$ cat src/hw/rtl/abd_pkg.sv
package abd_pkg;

    localparam int IDX_W  = 21;
    localparam int SUM_W  = 37;
    localparam int MEAN_W = 24;
    localparam int DIVD_W = SUM_W + 8;
    localparam int DIVS_W = IDX_W;

    localparam logic [1:0] REG_THRESHOLD = 2'd0;
    localparam logic [1:0] REG_MIN_BOUT  = 2'd1;
    localparam logic [1:0] REG_DROP_TOL  = 2'd2;
    localparam logic [1:0] REG_PERCENT   = 2'd3;

    localparam logic KIND_BOUT    = 1'b0;
    localparam logic KIND_SUMMARY = 1'b1;

    typedef struct packed {
        logic              done;
        logic [DIVD_W-1:0] quotient;
    } div_res_t;

endpackage

$ cat src/hw/rtl/abd_div.sv
module abd_div (
    input  logic                      clk,
    input  logic                      rst_n,
    input  logic                      start,
    input  logic [abd_pkg::DIVD_W-1:0] dividend,
    input  logic [abd_pkg::DIVS_W-1:0] divisor,
    output abd_pkg::div_res_t         res
);
    import abd_pkg::*;

    localparam int CNT_W = $clog2(DIVD_W + 1);

    logic              busy_reg, busy_next;
    logic              done_reg, done_next;
    logic [CNT_W-1:0]  cnt_reg, cnt_next;
    logic [DIVS_W-1:0] rem_reg, rem_next;
    logic [DIVD_W-1:0] quo_reg, quo_next;
    logic [DIVS_W-1:0] den_reg, den_next;
    logic [DIVS_W:0]   trial;
    logic              fits;

    // one quotient bit per cycle, restoring
    always_comb
    begin
        trial     = {rem_reg, quo_reg[DIVD_W-1]};
        fits      = trial >= {1'b0, den_reg};
        busy_next = busy_reg;
        done_next = 1'b0;
        cnt_next  = cnt_reg;
        rem_next  = rem_reg;
        quo_next  = quo_reg;
        den_next  = den_reg;
        if (start)
        begin
            busy_next = 1'b1;
            cnt_next  = CNT_W'(DIVD_W);
            rem_next  = '0;
            quo_next  = dividend;
            den_next  = divisor;
        end
        else if (busy_reg)
        begin
            rem_next = fits ? DIVS_W'(trial - {1'b0, den_reg}) : trial[DIVS_W-1:0];
            quo_next = {quo_reg[DIVD_W-2:0], fits};
            cnt_next = cnt_reg - CNT_W'(1);
            if (cnt_reg == CNT_W'(1))
            begin
                busy_next = 1'b0;
                done_next = 1'b1;
            end
        end
    end

    always_ff @(posedge clk or negedge rst_n)
    begin
        if (!rst_n)
        begin
            busy_reg <= 1'b0;
            done_reg <= 1'b0;
            cnt_reg  <= '0;
        end
        else
        begin
            busy_reg <= busy_next;
            done_reg <= done_next;
            cnt_reg  <= cnt_next;
        end
    end

    always_ff @(posedge clk)
    begin
        rem_reg <= rem_next;
        quo_reg <= quo_next;
        den_reg <= den_next;
    end

    assign res.done     = done_reg;
    assign res.quotient = quo_reg;

endmodule

$ cat src/hw/rtl/activity_bout_detector_with_drops.sv
// channel  | dir | handshake                 | payload
// s_*      | in  | s_tvalid / s_tready       | s_tdata epoch_count, s_tuser epoch_missing,
//          |     |                           | s_tlast record_end
// m_*      | out | m_tvalid / m_tready       | m_tdata bout and total fields, m_tuser
//          |     |                           | record_kind, m_tlast last_of_run
// cfg_*    | in  | cfg_valid / cfg_ready     | cfg_index, cfg_data
//
// an epoch that closes no bout and ends no record is taken in ST_IDLE alone
// closing a bout or ending a record adds the ST_CHECK state
// a valid bout adds a pass of the bit-serial mean divider and one bout request
// a record end adds one summary request
// s_tready stays low until every result of the epoch has been taken at m_*
// rst_n clears all epoch and bout state and loads register defaults
module activity_bout_detector_with_drops #(
    parameter int MAX_EPOCHS = 1048576,
    parameter int COUNT_BITS = 16
) (
    input  logic         clk,
    input  logic         rst_n,
    input  logic         s_tvalid,
    output logic         s_tready,
    input  logic [15:0]  s_tdata,   // epoch_count
    input  logic [0:0]   s_tuser,   // epoch_missing
    input  logic         s_tlast,   // record_end
    output logic         m_tvalid,
    input  logic         m_tready,
    // bout_first_epoch, bout_last_epoch, bout_span, bout_drop_epochs, bout_mean_count,
    // active_epoch_total, bout_time_total, valid_bout_total, zero fill
    output logic [175:0] m_tdata,
    output logic [0:0]   m_tuser,   // record_kind
    output logic         m_tlast,   // last_of_run
    input  logic         cfg_valid,
    output logic         cfg_ready,
    input  logic [1:0]   cfg_index,
    input  logic [15:0]  cfg_data
);
    import abd_pkg::*;

    localparam int CB = (COUNT_BITS < 16) ? COUNT_BITS : 16;
    localparam logic [15:0] COUNT_MASK = 16'((32'd1 << CB) - 32'd1);
    localparam logic [IDX_W-1:0] CNT_CAP =
        (MAX_EPOCHS < 2097151) ? IDX_W'(MAX_EPOCHS) : {IDX_W{1'b1}};

    typedef enum logic [2:0] {
        ST_IDLE,
        ST_CHECK,
        ST_DIV,
        ST_BOUT,
        ST_SUM
    } state_t;

    function automatic logic [IDX_W-1:0] sat_inc(input logic [IDX_W-1:0] a);
        return (a >= CNT_CAP) ? CNT_CAP : a + IDX_W'(1);
    endfunction

    function automatic logic [IDX_W-1:0] sat_cnt(input logic [IDX_W-1:0] a,
                                                 input logic [IDX_W:0] b);
        logic [IDX_W+1:0] s;
        s = {1'b0, a} + {1'b0, b};
        return (s > {2'b0, CNT_CAP}) ? CNT_CAP : s[IDX_W-1:0];
    endfunction

    function automatic logic [SUM_W-1:0] sat_sum(input logic [SUM_W-1:0] a,
                                                 input logic [15:0] b);
        logic [SUM_W:0] s;
        s = {1'b0, a} + (SUM_W+1)'(b);
        return s[SUM_W] ? {SUM_W{1'b1}} : s[SUM_W-1:0];
    endfunction

    state_t            state_reg, state_next;
    logic [15:0]       thr_reg, thr_next;
    logic [15:0]       minb_reg, minb_next;
    logic [7:0]        tol_reg, tol_next;
    logic              pct_reg, pct_next;
    logic [IDX_W-1:0]  idx_reg, idx_next;
    logic              inside_reg, inside_next;
    logic [IDX_W-1:0]  start_reg, start_next;
    logic [IDX_W-1:0]  aib_reg, aib_next;
    logic [IDX_W-1:0]  span_reg, span_next;
    logic [IDX_W-1:0]  dal_reg, dal_next;
    logic [IDX_W-1:0]  rdrop_reg, rdrop_next;
    logic [7:0]        ci_reg, ci_next;
    logic [SUM_W-1:0]  sal_reg, sal_next;
    logic [SUM_W-1:0]  rsum_reg, rsum_next;
    logic [IDX_W-1:0]  atot_reg, atot_next;
    logic [IDX_W-1:0]  btime_reg, btime_next;
    logic [IDX_W-1:0]  bcnt_reg, bcnt_next;
    logic              close_reg, close_next;
    logic              rend_reg, rend_next;
    logic              mvalid_reg, mvalid_next;
    logic [175:0]      mdata_reg, mdata_next;
    logic              mkind_reg, mkind_next;
    logic              mlast_reg, mlast_next;

    logic [15:0]       cnt;
    logic              missing;
    logic              active;
    logic              in_acc;
    logic              bout_ok;
    logic [23:0]       act5;
    logic [23:0]       span4;
    logic [IDX_W+1:0]  last_raw;
    logic [IDX_W-1:0]  last_ep;
    logic [MEAN_W-1:0] mean;
    logic              div_start;
    div_res_t          div_res;

    abd_div u_div (
        .clk      (clk),
        .rst_n    (rst_n),
        .start    (div_start),
        .dividend ({sal_reg, 8'd0}),
        .divisor  (span_reg),
        .res      (div_res)
    );

    assign s_tready  = (state_reg == ST_IDLE);
    assign cfg_ready = 1'b1;
    assign in_acc    = s_tvalid && s_tready;
    assign cnt       = s_tdata & COUNT_MASK;
    assign missing   = s_tuser[0];
    assign active    = !missing && (cnt >= thr_reg);

    assign act5     = ({3'b0, aib_reg} << 2) + {3'b0, aib_reg};
    assign span4    = {3'b0, span_reg} << 2;
    assign bout_ok  = close_reg && (aib_reg >= IDX_W'(minb_reg))
                      && !(pct_reg && (act5 < span4)) && (span_reg != '0);
    assign last_raw = {2'b0, start_reg} + {2'b0, span_reg} - (IDX_W+2)'(1);
    assign last_ep  = (last_raw > {2'b0, CNT_CAP}) ? CNT_CAP : last_raw[IDX_W-1:0];
    assign mean     = (|div_res.quotient[DIVD_W-1:MEAN_W]) ? {MEAN_W{1'b1}}
                                                           : div_res.quotient[MEAN_W-1:0];
    assign div_start = (state_reg == ST_CHECK) && bout_ok;

    always_comb
    begin
        state_next  = state_reg;
        thr_next    = thr_reg;
        minb_next   = minb_reg;
        tol_next    = tol_reg;
        pct_next    = pct_reg;
        idx_next    = idx_reg;
        inside_next = inside_reg;
        start_next  = start_reg;
        aib_next    = aib_reg;
        span_next   = span_reg;
        dal_next    = dal_reg;
        rdrop_next  = rdrop_reg;
        ci_next     = ci_reg;
        sal_next    = sal_reg;
        rsum_next   = rsum_reg;
        atot_next   = atot_reg;
        btime_next  = btime_reg;
        bcnt_next   = bcnt_reg;
        close_next  = close_reg;
        rend_next   = rend_reg;
        mvalid_next = mvalid_reg;
        mdata_next  = mdata_reg;
        mkind_next  = mkind_reg;
        mlast_next  = mlast_reg;

        if (cfg_valid)
        begin
            unique case (cfg_index)
                REG_THRESHOLD: thr_next  = cfg_data;
                REG_MIN_BOUT:  minb_next = cfg_data;
                REG_DROP_TOL:  tol_next  = cfg_data[7:0];
                REG_PERCENT:   pct_next  = cfg_data[0];
                default:       thr_next  = thr_reg;
            endcase
        end

        unique case (state_reg)
            ST_IDLE:
            begin
                if (in_acc)
                begin
                    idx_next   = sat_inc(idx_reg);
                    close_next = 1'b0;
                    rend_next  = s_tlast;
                    if (active)
                        atot_next = sat_inc(atot_reg);
                    if (inside_reg)
                    begin
                        if (active)
                        begin
                            aib_next  = sat_inc(aib_reg);
                            span_next = sat_cnt(span_reg, {1'b0, IDX_W'(ci_reg)} + 22'd1);
                            rsum_next = sat_sum(rsum_reg, cnt);
                            sal_next  = sat_sum(rsum_reg, cnt);
                            dal_next  = rdrop_reg;
                            ci_next   = '0;
                        end
                        else if (ci_reg < tol_reg)
                        begin
                            ci_next    = ci_reg + 8'd1;
                            rdrop_next = sat_inc(rdrop_reg);
                            if (!missing)
                                rsum_next = sat_sum(rsum_reg, cnt);
                        end
                        else
                        begin
                            close_next = 1'b1;
                        end
                    end
                    else if (active)
                    begin
                        inside_next = 1'b1;
                        start_next  = sat_inc(idx_reg);
                        aib_next    = IDX_W'(1);
                        span_next   = IDX_W'(1);
                        dal_next    = '0;
                        rdrop_next  = '0;
                        ci_next     = '0;
                        rsum_next   = SUM_W'(cnt);
                        sal_next    = SUM_W'(cnt);
                    end
                    // record end closes the bout left open by this epoch
                    if (s_tlast && inside_reg && (active || ci_reg < tol_reg))
                        close_next = 1'b1;
                    if (s_tlast && !inside_reg && active)
                        close_next = 1'b1;
                    if (s_tlast || (inside_reg && !active && ci_reg >= tol_reg))
                        state_next = ST_CHECK;
                end
            end
            ST_CHECK:
            begin
                if (close_reg)
                begin
                    inside_next = 1'b0;
                    ci_next     = '0;
                end
                if (bout_ok)
                begin
                    bcnt_next  = sat_inc(bcnt_reg);
                    btime_next = sat_cnt(btime_reg, {1'b0, span_reg});
                    state_next = ST_DIV;
                end
                else if (rend_reg)
                begin
                    mvalid_next = 1'b1;
                    mkind_next  = KIND_SUMMARY;
                    mlast_next  = 1'b1;
                    mdata_next  = {5'd0, bcnt_reg, btime_reg, atot_reg, 108'd0};
                    state_next  = ST_SUM;
                end
                else
                begin
                    state_next = ST_IDLE;
                end
            end
            ST_DIV:
            begin
                if (div_res.done)
                begin
                    mvalid_next = 1'b1;
                    mkind_next  = KIND_BOUT;
                    mlast_next  = !rend_reg;
                    mdata_next  = {5'd0, bcnt_reg, btime_reg, atot_reg, mean,
                                   dal_reg, span_reg, last_ep, start_reg};
                    state_next  = ST_BOUT;
                end
            end
            ST_BOUT:
            begin
                if (m_tready)
                begin
                    if (rend_reg)
                    begin
                        mkind_next = KIND_SUMMARY;
                        mlast_next = 1'b1;
                        mdata_next = {5'd0, bcnt_reg, btime_reg, atot_reg, 108'd0};
                        state_next = ST_SUM;
                    end
                    else
                    begin
                        mvalid_next = 1'b0;
                        state_next  = ST_IDLE;
                    end
                end
            end
            ST_SUM:
            begin
                if (m_tready)
                begin
                    mvalid_next = 1'b0;
                    state_next  = ST_IDLE;
                end
            end
            default:
            begin
                state_next = ST_IDLE;
            end
        endcase

        // summary loaded: the record starts over
        if (mkind_next == KIND_SUMMARY && state_next == ST_SUM && state_reg != ST_SUM)
        begin
            idx_next    = '0;
            inside_next = 1'b0;
            start_next  = '0;
            aib_next    = '0;
            span_next   = '0;
            dal_next    = '0;
            rdrop_next  = '0;
            ci_next     = '0;
            sal_next    = '0;
            rsum_next   = '0;
            atot_next   = '0;
            btime_next  = '0;
            bcnt_next   = '0;
        end
    end

    always_ff @(posedge clk or negedge rst_n)
    begin
        if (!rst_n)
        begin
            state_reg  <= ST_IDLE;
            thr_reg    <= 16'd1952;
            minb_reg   <= 16'd10;
            tol_reg    <= 8'd2;
            pct_reg    <= 1'b0;
            idx_reg    <= '0;
            inside_reg <= 1'b0;
            start_reg  <= '0;
            aib_reg    <= '0;
            span_reg   <= '0;
            dal_reg    <= '0;
            rdrop_reg  <= '0;
            ci_reg     <= '0;
            sal_reg    <= '0;
            rsum_reg   <= '0;
            atot_reg   <= '0;
            btime_reg  <= '0;
            bcnt_reg   <= '0;
            close_reg  <= 1'b0;
            rend_reg   <= 1'b0;
            mvalid_reg <= 1'b0;
            mdata_reg  <= '0;
            mkind_reg  <= KIND_BOUT;
            mlast_reg  <= 1'b0;
        end
        else
        begin
            state_reg  <= state_next;
            thr_reg    <= thr_next;
            minb_reg   <= minb_next;
            tol_reg    <= tol_next;
            pct_reg    <= pct_next;
            idx_reg    <= idx_next;
            inside_reg <= inside_next;
            start_reg  <= start_next;
            aib_reg    <= aib_next;
            span_reg   <= span_next;
            dal_reg    <= dal_next;
            rdrop_reg  <= rdrop_next;
            ci_reg     <= ci_next;
            sal_reg    <= sal_next;
            rsum_reg   <= rsum_next;
            atot_reg   <= atot_next;
            btime_reg  <= btime_next;
            bcnt_reg   <= bcnt_next;
            close_reg  <= close_next;
            rend_reg   <= rend_next;
            mvalid_reg <= mvalid_next;
            mdata_reg  <= mdata_next;
            mkind_reg  <= mkind_next;
            mlast_reg  <= mlast_next;
        end
    end

    assign m_tvalid = mvalid_reg;
    assign m_tdata  = mdata_reg;
    assign m_tuser  = mkind_reg;
    assign m_tlast  = mlast_reg;

endmodule

$ cat config.mk
export PLATFORM = sky130hd
export DESIGN_NAME = activity_bout_detector_with_drops
export DESIGN_NICKNAME = d
export VERILOG_FILES = /design/src/hw/rtl/abd_pkg.sv /design/src/hw/rtl/abd_div.sv /design/src/hw/rtl/activity_bout_detector_with_drops.sv
export SDC_FILE = /design/constraint.sdc
export NUM_CORES = 1
export LEC_CHECK = 0
export ABC_AREA = 1
export BUFFER_PORTS_ARGS = -buffer_cell sky130_fd_sc_hd__buf_2
export CAP_MARGIN = 20
export CORE_MARGIN = 4
export CORE_UTILIZATION = 40
export DETAILED_ROUTE_END_ITERATION = 10
export GPL_TIMING_DRIVEN = 0
export SYNTH_ARGS = -nofsm -noshare
export SYNTH_HDL_FRONTEND = slang
export SYNTH_SLANG_ARGS = --single-unit
$ cat constraint.sdc
create_clock -name clk -period 7.1 [get_ports clk]
set_input_delay 0.71 -clock clk [delete_from_list [all_inputs] [get_ports clk]]
set_output_delay 0.71 -clock clk [all_outputs]
set_load 0.02 [all_outputs]
==> flow_summary.yaml, run 1 <==
global_routing:
  grt_pass1_vias: 29800
  grt_pass1_wl_um: 172000
  globalRouteTotalUtil: 0.241
  antenna_found_initial: 4
  grt_max_degree: 121
  grt_overflow: 0
cells_and_area:
  drive_gt1_frac: 0.0910
  largest_register_ffs: 171
  postLayoutCellArea_um2: 39800
  fill_cells: 8766
  fin_nets: 5121
  area_growth_pct: 14.8
timing:
  timing.final.ws_setup_ns: 1.89
  relSlewSlack: 0.360
  worstMarginPinSlew_ns: 0.961
  hold_viol_final: 0
  fin_crit_sh: 0.734
  rsz0062_at_grt: "no"
  setup_viol: 0
  finClkSkew_ns: 0.0349
  fmax_mhz: 192
  slew_viol_final: 0
  setup_tns_ns: 0
  fin_crit_ns: 5.21
critical_path:
  critPathBufInv: 4
  crit_chain: "ha_1 -> fa_1 -> nand3_1 -> nand2_1 -> a31oi_1 -> inv_1 -> a21oi_1 -> inv_1 -> a21oi_1 -> xor2_1 -> ha_1 -> inv_1 -> nor2_1 -> nand3_1 -> nand3_2 -> nand2_4 -> a21boi_2 -> nand2_1 -> clkbuf_1 -> o21ai_0"
  cpMostUsedCell: "inv_1"
  r2r_setup_slack_ns: 1.89
  crit_required_ns: 7.64
  critical_path_arrival_ns: 5.75
  start_kind: "register"
  path_max_fanout: 10
  crit_type: "reg2reg"
  cpMaxStageDelayCell: "nand2_1"
  slowest_delay_ns: 0.62
  r2r-end: "span_reg[18]$_DFFE_PN0P_"
  rr_worst_depth: 20
  timing.rr.start: "aib_reg[2]$_DFFE_PN0P_"
  critPathTopFamily: "compound AO/OA/AOI/OAI gates"
  worstSetupEndpointType: "register"
min_path:
  min_path_type: "in2async"
synthesis:
  synth-seq-area-share: 0.428
  ys_seq_elements: 587
  yosys_warnings: 0
  syn_area_per_cell_um2: 7.58
  synth_flop_cell: "dfrtp_1"
  synth.distinct_cells: 58
  synth_area_leaders: "dfrtp_1 35%, nand2_1 13%, ha_1 7.1%"
  synthCells: 4579
  synth-edff-count: 58
  synth_top_area_frac: 0.355
  netlist_area_um2: 34700
  async_flop_share: 0.852
  synth_area_leader_cell: "dfrtp_1"
placed_design:
  gp_congestion: 0.946
  dp_hpwl_um: 85000
  pre_cts_ws_ns: 1.94
  dpl_cell_area_um2: 37400
  portBuffers: 215
clock_tree:
  numCtsBuffers: 70
  clk_pin_slew_ns: 0.06
  cts_hold_buffers: 0
  clock_path_buffers: 3
  cts_resized: 0
  root_buffer: "clkbuf_16"
  h-tree-depth: 3
  post_cts_buffers: 0
  cts_tree: "done"
  clock_sinks: 587
  worst_skew_pair.late_latency_ns: 0.66
die:
  dieWidth_um: 303
  fp.dieH_um: 303
  dieArea_um2: 91600
  start_util: 0.405
  rows: 107
  io-pin-count: 222
  core_um2: 85700
route:
  drt-initial-drc-count: 2625
  antenna_left: 0
  viasPerCell: 5.17
  drt-total-wl_um: 111000
  vias: 31400
  first_pass_iters: 6
  drc: 0
  wl_per_cell_um: 18.3
outcome:
  status: "finished clean"
pwr:
  p_leak_nw: 20.2
  power_density_nw_per_um2: 334
  vdd_drop_max_v: 0.000218
flow_run:
  drv_cap: 0
## Yosys cell counts (16+ instances only)
cell type  instances
o211ai_1          37
buf_2             37
xor2_1            89
ha_1             198
a21o_1            16
clkbuf_1          87
o21ai_1          108
nand3b_1          16
nand3_1          300
nand2_1         1224
inv_1            615
o21ai_0          363
nor3_1            73
nand4_1           75
nor2_1           343
nor4_1            21
dfrtp_1          492
edfxtp_1          58
a21oi_1          169
xnor2_1           39
dfxtp_1           29
o22ai_1           60
## how the worst max path moves through the flow
stage                                start                          to  cells after the start
floorplan           aib_reg[2]$_DFFE_PN0P_  u_div.den_reg[0]$_DFFE_PP_                     18
global placement                     rst_n    m_tdata[157]$_DFFE_PN0P_                      1
detailed placement  aib_reg[2]$_DFFE_PN0P_      sal_reg[4]$_DFFE_PN0P_                     20
CTS                 aib_reg[2]$_DFFE_PN0P_    span_reg[18]$_DFFE_PN0P_                     20
global route        aib_reg[2]$_DFFE_PN0P_    span_reg[18]$_DFFE_PN0P_                     20
finish              aib_reg[2]$_DFFE_PN0P_    span_reg[18]$_DFFE_PN0P_                     20
## power breakdown
part	leakage [nW]	internal (W)	switching, W
logic	11.4	0.00162	0.00347
registers	7.60	0.00401	0.000433
clock network	1.18	0.00221	0.00158
total	20.2	0.00784	0.00548
## per-layer routing
layer	GRT usage	routed length, um	up-vias
met2	0.369	48000	841
met4	0.104	4860	0
met3	0.0381	6660	183
met1	0.339	51600	14900
li1	-	-	15500
met5	0	0	-
## layout make-up
class                   instances  area, um^2  area share
well taps                    1144        1430      0.0359
flip-flops and latches        587       14800       0.373
plain buffers                 157         792      0.0199
diodes                          1        2.50   0.0000628
multi-input cells            3215       16700       0.420
clock buffers                  92        1920      0.0483
inverters                     624        2340      0.0588
clock inverters                37         514      0.0129
repair buffers                221        1240      0.0310
## worst reg2reg max path, stage by stage, from the launching register on
cell and delay (ns):
dfrtp_1 0.49, ha_1 0.30, fa_1 0.41, nand3_1 0.10, nand2_1 0.13, a31oi_1 0.24, inv_1 0.09, a21oi_1 0.25
inv_1 0.07, a21oi_1 0.15, xor2_1 0.10, ha_1 0.33, inv_1 0.05, nor2_1 0.14, nand3_1 0.10, nand3_2 0.13
nand2_4 0.09, a21boi_2 0.56, nand2_1 0.62, clkbuf_1 0.48, o21ai_0 0.28
## logic make-up (layout without fill, tap and decap cells)
family,Yosys count,after routing,share of synthesized area
xor+xnor,128,128,0.0323
simple gates,2080,2080,0.250
buf+inv,781,1131,0.0903
other cells,2,7,0.000216
flops,587,587,0.428
compound gates,797,797,0.125
fa+ha+maj,204,204,0.0748
## cell usage in the layout (no fill, tap or decap), types with 7 or more instances in the layout
| cell | count |
|---|---|
| a21o_1 | 16 |
| a21oi_1 | 169 |
| buf_2 | 251 |
| buf_4 | 15 |
| buf_6 | 13 |
| bufinv_16 | 7 |
| clkbuf_1 | 99 |
| clkbuf_16 | 70 |
| clkbuf_8 | 9 |
| clkinv_2 | 14 |
| dfrtp_1 | 492 |
| dfstp_2 | 8 |
| dfxtp_1 | 29 |
| edfxtp_1 | 58 |
| ha_1 | 198 |
| inv_1 | 615 |
| nand2_1 | 1224 |
| nand3_1 | 300 |
| nand3b_1 | 16 |
| nand4_1 | 75 |
| nor2_1 | 343 |
| nor3_1 | 73 |
| nor4_1 | 21 |
| o211ai_1 | 37 |
| o21a_1 | 8 |
| o21ai_0 | 363 |
| o21ai_1 | 108 |
| o22ai_1 | 60 |
| or2_2 | 12 |
| xnor2_1 | 39 |
| xor2_1 | 89 |
## through the flow
stage	total power [W]	util	cells	hold WS, ns
floorplan	0.00792	-	4583	0.414
global placement	0.00949	0.435	5942	0.455
detailed placement	0.00954	0.436	5947	0.453
CTS	0.0134	0.465	6076	0.0686
global route	0.0142	0.465	6077	0.108
finish	0.0133	0.465	6078	0.0519
No activity file was read; power rests on OpenSTA's default activity.
==> run 2: changes to the inputs <==
==> constraint.sdc (replaced) <==
create_clock -name clk -period 4.2 [get_ports clk]
set_input_delay 0.42 -clock clk [delete_from_list [all_inputs] [get_ports clk]]
set_output_delay 0.42 -clock clk [all_outputs]
set_load 0.02 [all_outputs]
==> run 2 against run 1 <==
Against the previous run:
- combinational power up 73%
- power up 71%
- worst hold slack worse by 0.011 ns
- die area unchanged
- highest routed layer unchanged
- first-iteration DRC count up 1.4%
- fmax up 31%
==> flow_summary.yaml, run 2 (synthesis results as in run 1) <==
timing:
  setup_viol: 0
  hold_viol_final: 0
  worstMarginPinSlew_ns: 0.964
  fmax_mhz: 251
  finClkSkew_ns: 0.0311
  hold_ws_ns: 0.0412
  relSlewSlack: 0.357
  fin_crit_sh: 0.950
  slew_viol_final: 0
  fin_crit_ns: 3.99
pwr:
  power_density_nw_per_um2: 561
  p_leak_nw: 20.5
  finalPower_w: 0.0227
  vdd_drop_max_v: 0.000354
die:
  start_util: 0.405
  dieArea_um2: 91600
  fp.dieH_um: 303
  dieWidth_um: 303
  rows: 107
  io-pin-count: 222
  core_um2: 85700
placed_design:
  portBuffers: 215
  dpl.cell_count: 5947
  dp_hpwl_um: 85000
  gp_congestion: 0.946
  dpl_cell_area_um2: 37400
global_routing:
  grt_pass1_wl_um: 173000
  grt_max_degree: 121
  grt_pass1_vias: 29900
  antenna_found_initial: 4
  grt_overflow: 0
  globalRouteTotalUtil: 0.241
critical_path:
  rr_worst_depth: 20
  crit_type: "reg2reg"
  timing.rr.start: "aib_reg[0]$_DFFE_PN0P_"
  path_max_fanout: 10
  critical_path_arrival_ns: 4.53
  setup.worst_path.start: "aib_reg[0]$_DFFE_PN0P_"
  r2r_setup_slack_ns: 0.21
  r2r-end: "aib_reg[9]$_DFFE_PN0P_"
  start_kind: "register"
  worstSetupEndpointType: "register"
  crit_required_ns: 4.74
  crit_end: "aib_reg[9]$_DFFE_PN0P_"
route:
  first_pass_iters: 6
  drt-initial-drc-count: 2662
  drt-total-wl_um: 112000
  viasPerCell: 5.16
  wl_per_cell_um: 18.3
  antenna_left: 0
  drc: 0
  vias: 31500
clock_tree:
  h-tree-depth: 3
  clock_sinks: 587
  root_buffer: "clkbuf_16"
  clk_pin_slew_ns: 0.06
  clock_path_buffers: 3
  numCtsBuffers: 70
  worst_skew_pair.late_latency_ns: 0.66
  cts_tree: "done"
outcome:
  status: "finished clean"
cells_and_area:
  layout.core_utilization: 0.473
  area_growth_pct: 16.7
  drive_gt1_frac: 0.109
  layout_common_cells: "1,219 x nand2_1, 614 x inv_1, 477 x dfrtp_1"
  largest_register_ffs: 171
  postLayoutCellArea_um2: 40500
  fin_nets: 5153
  stdcell_count: 6110
  final_common_cell: "nand2_1"
flow_run:
  drv_cap: 0
min_path:
  min_path_type: "in2reg"
run 2: changes by cell type in the layout (fill, tap and decap cells not counted), sizes merged:
cell and delta:
buf +30, clkbuf +1, dlygate4sd3 +1
run 2: through the flow:
step / setup TNS (ns) / setup slack [ns]
global route: -0.105 / -0.0253
detailed placement: -227.68 / -0.956
CTS: 0 / 0.00627
finish: 0 / 0.212
floorplan: 0 / 0.131
global placement: -4295.10 / -8.34
run 2: metal layers:
metal  global-route usage  vias to the layer above  routed length, um
met1                0.340                    14900              52000
met2                0.372                      867              48600
met3               0.0380                      188               6510
met4               0.0993                        0               4660
met5                    0                        -                  0
li1                     -                    15600                  -
run 2: repair_timing:
action / 4_1_cts / 5_1_grt
pin swaps: 4 / 6
resized for setup: 51 / 63
gates cloned: 1 / 1
endpoints found under the setup margin: 549 / 567
hold endpoints to repair: 76 / 0
buffers inserted: 15 / 16
hold buffers: 1 / 0
run 2: cell type report:
class                      count  area, um^2
fill                        8693       45200
multi-input combinational   3215       17000
sequential                   587       14900
inverter                     624        2340
clock buffer                  92        1920
timing repair buffer         254        1530
tap                         1144        1430
buffer                       156         925
clock inverter                37         514
antenna                        1        2.50
run 2: worst min-delay path by stage:
stage	from	slack, ns	depth (start not counted)	end
2_1_floorplan	rst_n	0.12	0	aib_reg[0]$_DFFE_PN0P_
3_3_place_gp	m_tdata[87]$_DFFE_PN0P_	0.45	2	m_tdata[87]$_DFFE_PN0P_
3_5_place_dp	m_tdata[94]$_DFFE_PN0P_	0.45	2	m_tdata[94]$_DFFE_PN0P_
4_1_cts	m_tready	0.01	2	state_reg[2]$_DFF_PN0_
5_1_grt	cfg_data[8]	0.06	3	thr_reg[8]$_DFFE_PN1P_
6_report	cfg_data[10]	0.04	3	thr_reg[10]$_DFFE_PN1P_
run 2: worst max-delay path: stages (launching register included):
cell	delay (ns)
dfrtp_2	0.45
ha_2	0.21
fa_2	0.36
nand3_1	0.12
nand2_2	0.10
a21oi_1	0.21
o21ai_0	0.14
xor2_1	0.17
ha_1	0.28
nand3_1	0.09
nor2_1	0.11
nand2_1	0.07
a21oi_1	0.17
nand3_1	0.11
nand3_2	0.13
nand2_4	0.11
a21boi_4	0.17
buf_4	0.16
nand2_4	0.15
clkbuf_2	0.32
o21ai_0	0.25
run 2: power by group:
group,switching [W],total [W],internal [W]
Sequential,0.000731,0.00751,0.00678
Clock,0.00267,0.00640,0.00373
Combinational,0.00592,0.00881,0.00290
Total,0.00932,0.0227,0.0134
